$ cat src/rtl/core/smsi_pkg.sv
`timescale 1ns / 1ps
// ----------------------------------------------------------------------------
// smsi_pkg
// shared types and constants of the system msi target table
// ----------------------------------------------------------------------------
package smsi_pkg;

  localparam int NUM_ENTRIES = 8;
  localparam int IDX_W       = (NUM_ENTRIES > 1) ? $clog2(NUM_ENTRIES) : 1;
  localparam int CNT_W       = 4;
  localparam int HALF_W      = 32;
  localparam int ADDR_W      = 64;
  localparam int WRITE_BYTES = 4;
  localparam int PADDR_W     = 5;
  localparam int PDATA_W     = 64;

  localparam logic [CNT_W-1:0]  COUNT_RESET = 4'd8;
  localparam logic [ADDR_W-1:0] BASE_RESET  = '0;
  localparam logic [ADDR_W-1:0] LAST_RESET  = '1;

  typedef enum logic [1:0] {
    REG_COUNT = 2'd0,
    REG_BASE  = 2'd1,
    REG_LAST  = 2'd2,
    REG_NONE  = 2'd3
  } reg_e;

  typedef enum logic [2:0] {
    CMD_ATTRS      = 3'd0,
    CMD_MSI_ATTRS  = 3'd1,
    CMD_SET_STATE  = 3'd2,
    CMD_GET_STATE  = 3'd3,
    CMD_SET_TARGET = 3'd4,
    CMD_GET_TARGET = 3'd5,
    CMD_SEND       = 3'd6,
    CMD_UNKNOWN    = 3'd7
  } cmd_e;

  typedef enum logic [2:0] {
    STS_OK        = 3'd0,
    STS_BAD_PARAM = 3'd1,
    STS_BAD_ADDR  = 3'd2,
    STS_BAD_STATE = 3'd3,
    STS_NOT_SUPP  = 3'd4
  } status_e;

  typedef enum logic [1:0] {
    ST_IDLE,
    ST_LOOKUP,
    ST_HOLD
  } state_e;

  typedef struct packed {
    logic [CNT_W-1:0]  msi_count;
    logic [ADDR_W-1:0] window_base;
    logic [ADDR_W-1:0] window_last;
  } cfg_t;

  typedef struct packed {
    logic              enabled;
    logic [ADDR_W-1:0] address;
    logic [HALF_W-1:0] data;
  } entry_t;

  typedef struct packed {
    cmd_e              cmd;
    logic              idx_ok;
    logic              win_ok;
    logic              en_bit;
    logic [IDX_W-1:0]  idx;
    logic [ADDR_W-1:0] address;
    logic [HALF_W-1:0] data;
  } req_t;

  typedef struct packed {
    status_e           status;
    logic              status_only;
    logic [CNT_W-1:0]  count;
    logic              enable;
    logic [HALF_W-1:0] rd_addr_lo;
    logic [HALF_W-1:0] rd_addr_hi;
    logic [HALF_W-1:0] rd_data;
    logic              msi_valid;
    logic [ADDR_W-1:0] msi_address;
    logic [HALF_W-1:0] msi_data;
  } res_t;

endpackage

$ cat src/rtl/core/smsi_cfg_regs.sv
`timescale 1ns / 1ps
// ----------------------------------------------------------------------------
// smsi_cfg_regs
// apb register file: entry count and target address window
// ----------------------------------------------------------------------------
module smsi_cfg_regs (
  input  logic                         clk_i,
  input  logic                         rst_ni,
  input  logic                         psel,
  input  logic                         penable,
  input  logic                         pwrite,
  input  logic [smsi_pkg::PADDR_W-1:0] paddr,
  input  logic [smsi_pkg::PDATA_W-1:0] pwdata,
  output logic [smsi_pkg::PDATA_W-1:0] prdata,
  output logic                         pready,
  output smsi_pkg::cfg_t               cfg_o
);

  smsi_pkg::cfg_t cfg_q, cfg_d;
  smsi_pkg::reg_e sel;
  logic           wr_en;

  // registers sit on 8-byte boundaries
  assign sel    = smsi_pkg::reg_e'(paddr[4:3]);
  assign wr_en  = psel & penable & pwrite;
  assign pready = 1'b1;

  always_comb begin
    cfg_d = cfg_q;
    if (wr_en) begin
      unique case (sel)
        smsi_pkg::REG_COUNT: cfg_d.msi_count   = pwdata[smsi_pkg::CNT_W-1:0];
        smsi_pkg::REG_BASE:  cfg_d.window_base = pwdata;
        smsi_pkg::REG_LAST:  cfg_d.window_last = pwdata;
        default:             cfg_d = cfg_q;
      endcase
    end
  end

  always_comb begin
    unique case (sel)
      smsi_pkg::REG_COUNT: prdata = {{(smsi_pkg::PDATA_W-smsi_pkg::CNT_W){1'b0}},
                                     cfg_q.msi_count};
      smsi_pkg::REG_BASE:  prdata = cfg_q.window_base;
      smsi_pkg::REG_LAST:  prdata = cfg_q.window_last;
      default:             prdata = '0;
    endcase
  end

  always_ff @(posedge clk_i or negedge rst_ni) begin
    if (!rst_ni) begin
      cfg_q.msi_count   <= smsi_pkg::COUNT_RESET;
      cfg_q.window_base <= smsi_pkg::BASE_RESET;
      cfg_q.window_last <= smsi_pkg::LAST_RESET;
    end else begin
      cfg_q <= cfg_d;
    end
  end

  assign cfg_o = cfg_q;

endmodule

$ cat src/rtl/core/smsi_entry_ram.sv
`timescale 1ns / 1ps
// ----------------------------------------------------------------------------
// smsi_entry_ram
// entry table memory, one read and one write port, registered read data
// ----------------------------------------------------------------------------
module smsi_entry_ram (
  input  logic                       clk_i,
  input  logic                       rst_ni,
  input  logic                       rd_en_i,
  input  logic [smsi_pkg::IDX_W-1:0] rd_idx_i,
  output smsi_pkg::entry_t           rd_entry_o,
  input  logic                       wr_en_i,
  input  logic [smsi_pkg::IDX_W-1:0] wr_idx_i,
  input  smsi_pkg::entry_t           wr_entry_i
);

  smsi_pkg::entry_t                   mem [smsi_pkg::NUM_ENTRIES];
  smsi_pkg::entry_t                   rd_q;
  logic [smsi_pkg::NUM_ENTRIES-1:0]   valid_q;
  logic                               rd_valid_q;

  always_ff @(posedge clk_i) begin
    if (wr_en_i) begin
      mem[wr_idx_i] <= wr_entry_i;
    end
    if (rd_en_i) begin
      rd_q <= mem[rd_idx_i];
    end
  end

  // an entry never written since reset reads as zero
  always_ff @(posedge clk_i or negedge rst_ni) begin
    if (!rst_ni) begin
      valid_q    <= '0;
      rd_valid_q <= 1'b0;
    end else begin
      if (wr_en_i) begin
        valid_q[wr_idx_i] <= 1'b1;
      end
      if (rd_en_i) begin
        rd_valid_q <= valid_q[rd_idx_i];
      end
    end
  end

  assign rd_entry_o = rd_valid_q ? rd_q : '0;

endmodule

$ cat src/rtl/core/system_msi_target_table.sv
`timescale 1ns / 1ps
// ----------------------------------------------------------------------------
// system_msi_target_table
// system msi entry table: count, attributes, enable, target and msi send
// ----------------------------------------------------------------------------
// channel   dir  handshake                   payload
// in        in   in_valid_i / in_ready_o     command .. new_data
// out       out  out_valid_o / out_ready_i   status .. msi_write_data
// cfg       in   psel penable pwrite pready  paddr pwdata prdata
//
// a normal request is accepted in the idle state, which reads the entry
// memory; the lookup state forms the reply and writes back, and the reply is
// offered from the hold state on.
// the reply waits in the hold state while out_ready_i stays low, and
// the next word is accepted in the cycle after the reply leaves.
// a posted request is accepted while idle and produces no reply.
// reset clears the table at once through per-entry valid bits.
// ----------------------------------------------------------------------------
module system_msi_target_table (
  input  logic                         clk_i,
  input  logic                         rst_ni,
  input  logic                         in_valid_i,
  output logic                         in_ready_o,
  input  logic [2:0]                   command_i,
  input  logic                         normal_request_i,
  input  logic [31:0]                  entry_index_i,
  input  logic [31:0]                  state_word_i,
  input  logic [31:0]                  new_address_low_i,
  input  logic [31:0]                  new_address_high_i,
  input  logic [31:0]                  new_data_i,
  output logic                         out_valid_o,
  input  logic                         out_ready_i,
  output logic [2:0]                   status_o,
  output logic                         status_only_o,
  output logic [3:0]                   reported_count_o,
  output logic                         reported_enable_o,
  output logic [31:0]                  read_address_low_o,
  output logic [31:0]                  read_address_high_o,
  output logic [31:0]                  read_data_o,
  output logic                         msi_write_valid_o,
  output logic [63:0]                  msi_write_address_o,
  output logic [31:0]                  msi_write_data_o,
  input  logic                         psel,
  input  logic                         penable,
  input  logic                         pwrite,
  input  logic [smsi_pkg::PADDR_W-1:0] paddr,
  input  logic [smsi_pkg::PDATA_W-1:0] pwdata,
  output logic [smsi_pkg::PDATA_W-1:0] prdata,
  output logic                         pready
);

  smsi_pkg::cfg_t   cfg;
  smsi_pkg::state_e state_q, state_d;
  smsi_pkg::req_t   req_q, req_d;
  smsi_pkg::res_t   res_q, res_d;
  smsi_pkg::entry_t rd_entry, wr_entry;
  logic             wr_en;
  logic             accept;
  logic [smsi_pkg::CNT_W-1:0]  live_count;
  logic [smsi_pkg::ADDR_W-1:0] new_addr;
  logic [smsi_pkg::ADDR_W:0]   addr_end;

  smsi_cfg_regs u_cfg (
    .clk_i   (clk_i),
    .rst_ni  (rst_ni),
    .psel    (psel),
    .penable (penable),
    .pwrite  (pwrite),
    .paddr   (paddr),
    .pwdata  (pwdata),
    .prdata  (prdata),
    .pready  (pready),
    .cfg_o   (cfg)
  );

  smsi_entry_ram u_ram (
    .clk_i      (clk_i),
    .rst_ni     (rst_ni),
    .rd_en_i    (accept),
    .rd_idx_i   (entry_index_i[smsi_pkg::IDX_W-1:0]),
    .rd_entry_o (rd_entry),
    .wr_en_i    (wr_en),
    .wr_idx_i   (req_q.idx),
    .wr_entry_i (wr_entry)
  );

  assign in_ready_o = (state_q == smsi_pkg::ST_IDLE);
  assign accept     = in_valid_i & in_ready_o;

  assign live_count = (32'(cfg.msi_count) > smsi_pkg::NUM_ENTRIES)
                    ? smsi_pkg::CNT_W'(smsi_pkg::NUM_ENTRIES) : cfg.msi_count;

  // last byte of the four-byte write, carry out means it wraps
  assign new_addr = {new_address_high_i, new_address_low_i};
  assign addr_end = {1'b0, new_addr} + (smsi_pkg::ADDR_W+1)'(smsi_pkg::WRITE_BYTES - 1);

  always_comb begin
    req_d = req_q;
    if (accept) begin
      req_d.cmd     = smsi_pkg::cmd_e'(command_i);
      req_d.idx_ok  = entry_index_i < {{(32-smsi_pkg::CNT_W){1'b0}}, live_count};
      req_d.win_ok  = (new_addr >= cfg.window_base) && !addr_end[smsi_pkg::ADDR_W]
                   && (addr_end[smsi_pkg::ADDR_W-1:0] <= cfg.window_last);
      req_d.en_bit  = state_word_i[0];
      req_d.idx     = entry_index_i[smsi_pkg::IDX_W-1:0];
      req_d.address = new_addr;
      req_d.data    = new_data_i;
    end
  end

  always_comb begin
    state_d  = state_q;
    res_d    = res_q;
    wr_en    = 1'b0;
    wr_entry = rd_entry;
    unique case (state_q)
      smsi_pkg::ST_IDLE: begin
        if (accept && normal_request_i) begin
          state_d = smsi_pkg::ST_LOOKUP;
        end
      end
      smsi_pkg::ST_LOOKUP: begin
        res_d             = '0;
        res_d.status      = smsi_pkg::STS_OK;
        res_d.status_only = 1'b1;
        state_d           = smsi_pkg::ST_HOLD;
        priority if (req_q.cmd == smsi_pkg::CMD_UNKNOWN) begin
          res_d.status = smsi_pkg::STS_NOT_SUPP;
        end else if (req_q.cmd == smsi_pkg::CMD_ATTRS) begin
          res_d.status_only = 1'b0;
          res_d.count       = live_count;
        end else if (!req_q.idx_ok) begin
          res_d.status = smsi_pkg::STS_BAD_PARAM;
        end else begin
          unique case (req_q.cmd)
            smsi_pkg::CMD_MSI_ATTRS: res_d.status_only = 1'b0;
            smsi_pkg::CMD_SET_STATE: begin
              wr_en            = 1'b1;
              wr_entry.enabled = req_q.en_bit;
            end
            smsi_pkg::CMD_GET_STATE: begin
              res_d.status_only = 1'b0;
              res_d.enable      = rd_entry.enabled;
            end
            smsi_pkg::CMD_SET_TARGET: begin
              if (req_q.win_ok) begin
                wr_en            = 1'b1;
                wr_entry.address = req_q.address;
                wr_entry.data    = req_q.data;
              end else begin
                res_d.status = smsi_pkg::STS_BAD_ADDR;
              end
            end
            smsi_pkg::CMD_GET_TARGET: begin
              res_d.status_only = 1'b0;
              res_d.rd_addr_lo  = rd_entry.address[smsi_pkg::HALF_W-1:0];
              res_d.rd_addr_hi  = rd_entry.address[smsi_pkg::ADDR_W-1:smsi_pkg::HALF_W];
              res_d.rd_data     = rd_entry.data;
            end
            smsi_pkg::CMD_SEND: begin
              if (!rd_entry.enabled || (rd_entry.address == '0)) begin
                res_d.status = smsi_pkg::STS_BAD_STATE;
              end else begin
                res_d.msi_valid   = 1'b1;
                res_d.msi_address = rd_entry.address;
                res_d.msi_data    = rd_entry.data;
              end
            end
            default: res_d.status = smsi_pkg::STS_NOT_SUPP;
          endcase
        end
      end
      smsi_pkg::ST_HOLD: begin
        if (out_ready_i) begin
          state_d = smsi_pkg::ST_IDLE;
        end
      end
      default: state_d = smsi_pkg::ST_IDLE;
    endcase
  end

  always_ff @(posedge clk_i or negedge rst_ni) begin
    if (!rst_ni) begin
      state_q <= smsi_pkg::ST_IDLE;
    end else begin
      state_q <= state_d;
    end
  end

  always_ff @(posedge clk_i) begin
    req_q <= req_d;
    res_q <= res_d;
  end

  assign out_valid_o         = (state_q == smsi_pkg::ST_HOLD);
  assign status_o            = res_q.status;
  assign status_only_o       = res_q.status_only;
  assign reported_count_o    = res_q.count;
  assign reported_enable_o   = res_q.enable;
  assign read_address_low_o  = res_q.rd_addr_lo;
  assign read_address_high_o = res_q.rd_addr_hi;
  assign read_data_o         = res_q.rd_data;
  assign msi_write_valid_o   = res_q.msi_valid;
  assign msi_write_address_o = res_q.msi_address;
  assign msi_write_data_o    = res_q.msi_data;

endmodule

$ cat config.mk
export PLATFORM = sky130hd
export DESIGN_NAME = system_msi_target_table
export DESIGN_NICKNAME = d
export VERILOG_FILES = /design/src/rtl/core/smsi_pkg.sv /design/src/rtl/core/smsi_cfg_regs.sv /design/src/rtl/core/smsi_entry_ram.sv /design/src/rtl/core/system_msi_target_table.sv
export SDC_FILE = /design/constraint.sdc
export NUM_CORES = 2
export LEC_CHECK = 0
export ABC_AREA = 0
export BUFFER_PORTS_ARGS = -buffer_cell sky130_fd_sc_hd__buf_2
export CORE_MARGIN = 2
export CORE_UTILIZATION = 45
export CTS_CLUSTER_DIAMETER = 40
export DETAILED_ROUTE_END_ITERATION = 12
export GPL_ROUTABILITY_DRIVEN = 0
export PLACE_DENSITY = 0.74
export SYNTH_ARGS = -nofsm -noshare
export SYNTH_HDL_FRONTEND = slang
export SYNTH_SLANG_ARGS = --single-unit
$ cat constraint.sdc
create_clock -name clk_i -period 27.4 [get_ports clk_i]
set_input_delay 1.37 -clock clk_i [delete_from_list [all_inputs] [get_ports clk_i]]
set_output_delay 1.37 -clock clk_i [all_outputs]
set_load 0.01 [all_outputs]
==> metrics <==
final hold violation count 0; total CTS buffers 168; minimum clock period 5.699 ns; Total GRT Usage 21.80%; share of cells above drive strength 1 29.87%; critical path's largest stage delay 0.65 ns; Top cell by count, worst path nor3_2; clock latency on the worst-skew pair 0.79 ns; TritonCTS clock tree built; synth top area cells edfxtp_1 66%, mux4_2 8.2%, dfrtp_1 3.6%; Synth Warn # 0; Critical Path AT 6.29 ns; Yosys cell types 51; # rows 126; routed wire length 133700 um; CTS sink cnt 1323; port bufs 473; EDFF count, synth 1180; share of the synthesized area in the top cell type 65.77%; Most used DFF post-synth edfxtp_1; Final Non-Filler Cells 5596; pwr dens 79.92 mW/mm^2; CTS clk-pin slew, worst paths 0.06 ns; Die W 350.0 um; Die Span Y 350.0 um; unrepaired setup endpoints after global routing false; full die area 0.1225 mm^2; HP Class reg2reg; CTS Buffer Depth 3; final setup vio count 0; Syn Nets 3687; H-tree levels 4; area grow syn2layout 18.47%; postcts setup bufs 0; Post-Synthesis Cells 3315; Residual DRC 0; share of flip-flops with an asynchronous set or reset 10.81%; Cell Area, Synth 0.05388 mm^2; MaxCap Viol Count 0; VDD IR max 59.19 uV; DR vias 30780; critical path peak fanout 7; outcome finished, final reports clean; drt first pass iters 5; Slowest-stage cell, CP or4_1; top achievable clock speed 0.1755 GHz; DP Wirelength 82350 um; flops & latches, synth 1323; largest net degree at the start of global routing 194; DR vias/cell 5.499; first-pass GRT wire length 195800 um; # hold bufs at CTS 0; Setup Skew 0.03132 ns; Worst Path Required 28.00 ns; CTS resizes 0; Leak Pwr 22.74 nW; Post-DRT Antenna Nets 0; CP Launch Type input port; syn_area_per_cell 16.25 um^2; core area 0.1184 mm^2; Seq/Total Area, Yosys 72.56%; average wire per standard cell 23.89 um; TNS Setup 0 ns; Placed Cells incl. Taps 5278; total congestion overflow 0; area leader, netlist edfxtp_1; top-level port count 509; critical path endpoint category flop; Root Driver clkbuf_16; initial antenna violation count 17; Initial Util 45.51%; Worst Setup Path Type in2reg; period utilization 20.80%; detailed router's first-iteration violation count 2818; Slew headroom 19.29%; Slew Viols, Final 0; crit path cell chain buf_2, and3_1, nand3_1, nor3_2, nand2_1, nor2_2, nand2_1, nor3_2, xnor2_1, ha_1, nand4_1, nor3_2, nand3_1, or4_1, or3_1, a221oi_2; vias in the first global route 31030; Slew @ Worst Pin 1.200 ns; fill count 9328; nets 4220
critical path: cells and delay by family:
| family | cells | cell delay, ns |
|---|---|---|
| xor gates and xnor gates | 1 | 0.13 |
| buffers and inverters | 1 | 0.21 |
| AOI/OAI and AO/OA | 1 | 0.29 |
| adders and majority gates | 1 | 0.30 |
| and+or+nand+nor | 12 | 3.98 |
cells by family after synthesis:
family,Yosys count,share of synthesized area (%)
flip-flops,1323,72.56
AND/OR/NAND/NOR,792,6.379
AO/OA/AOI/OAI,409,4.452
multiplexers,304,10.44
buffers and inverters,292,2.088
adder cells (fa/ha/maj),132,3.065
XOR/XNOR,62,1.008
other,1,0.006960
cell usage after synthesis, types with 28 or more instances:
cell type     n
inv_1       138
mux4_2      196
a21oi_1      54
xnor2_1      47
nand2_1     377
edfxtp_1   1180
nor4_1       29
a22o_1       60
clkbuf_1    114
nand3_1      39
mux2_2      103
dfrtp_1      78
o21ai_0     248
ha_1        132
nand4_1      41
nor2_1      230
dfstp_2      65
a21o_1       28
layer usage:
metal	track usage, %	up-vias	part of all wire (%)
met5	0	-	0.069
li1	-	13710	-
met2	34.26	1238	47
met3	5.052	231	8.2
met4	8.023	16	3.0
met1	29.82	15580	42
cell usage in the layout (no fill, tap or decap), types with 38 or more instances in the layout:
cell type,n
edfxtp_1,1180
buf_2,469
nand2_1,376
o21ai_0,248
nor2_1,223
mux4_2,196
clkbuf_16,174
inv_1,138
ha_1,132
mux2_2,103
dfrtp_1,77
dfstp_2,65
a22o_1,60
a21oi_1,54
xnor2_1,47
buf_4,43
nand4_1,41
nand3_1,38
registers in the layout, indices dropped and copies added, names as in the netlist, 2 cells and up:
signal               flops
u_ram.mem              776
u_cfg.cfg_o            132
req_q                  105
u_ram.rd_q              97
msi_write_address_o     64
msi_write_data_o        32
read_address_high_o     32
read_address_low_o      32
read_data_o             32
u_ram.valid_q            8
reported_count_o         4
status_o                 3
state_q                  2
stage by stage:
stage	hold WS, ns	cell area, um^2	utilization (%)	power [mW]	setup slack, ns
detailed placement	0.4541	58140	49.10	2.951	20.79
finish	0.4737	63830	53.91	5.101	21.70
CTS	0.4693	63810	53.90	5.148	21.60
global route	0.4938	63830	53.91	5.293	21.43
global placement	0.4458	58140	49.10	2.933	20.80
floorplan	0.4337	53880	-	2.750	9.681
layout make-up:
class | instances | area [um^2] | share of cell area [%]
multi-input combinational | 1700 | 13780 | 21.58
inverter | 138 | 518.0 | 0.8116
clock inverter | 109 | 1134 | 1.776
tap | 1600 | 2002 | 3.136
sequential | 1323 | 39100 | 61.25
clock buffer | 203 | 4543 | 7.118
timing repair buffer | 517 | 2741 | 4.295
antenna | 6 | 15.01 | 0.02352
final timing paths:
| path | start | endpoint | slack (ns) | depth (start not counted) |
|---|---|---|---|---|
| setup / recovery | new_address_low_i[6] | req_q[100] | 21.70 | 16 |
| hold / removal | u_ram.valid_q[1] | u_ram.valid_q[1] | 0.47 | 1 |
| setup reg to reg | u_ram.rd_q[88] | msi_write_data_o[31] | 22.83 | 7 |
| hold reg to reg | u_ram.valid_q[1] | u_ram.valid_q[1] | 0.47 | 1 |
| max in group asynchronous | rst_ni | u_cfg.cfg_o[120] | 25.35 | 2 |
| min in group asynchronous | rst_ni | u_cfg.cfg_o[86] | 0.66 | 1 |
power by group:
| group | switching [mW] | internal [mW] | total, mW |
|---|---|---|---|
| Combinational | 0.322 | 0.168 | 0.491 |
| Sequential | 0.0562 | 2.36 | 2.42 |
| Clock | 0.887 | 1.30 | 2.19 |
Note: power is estimated with default switching activity, not from simulation.
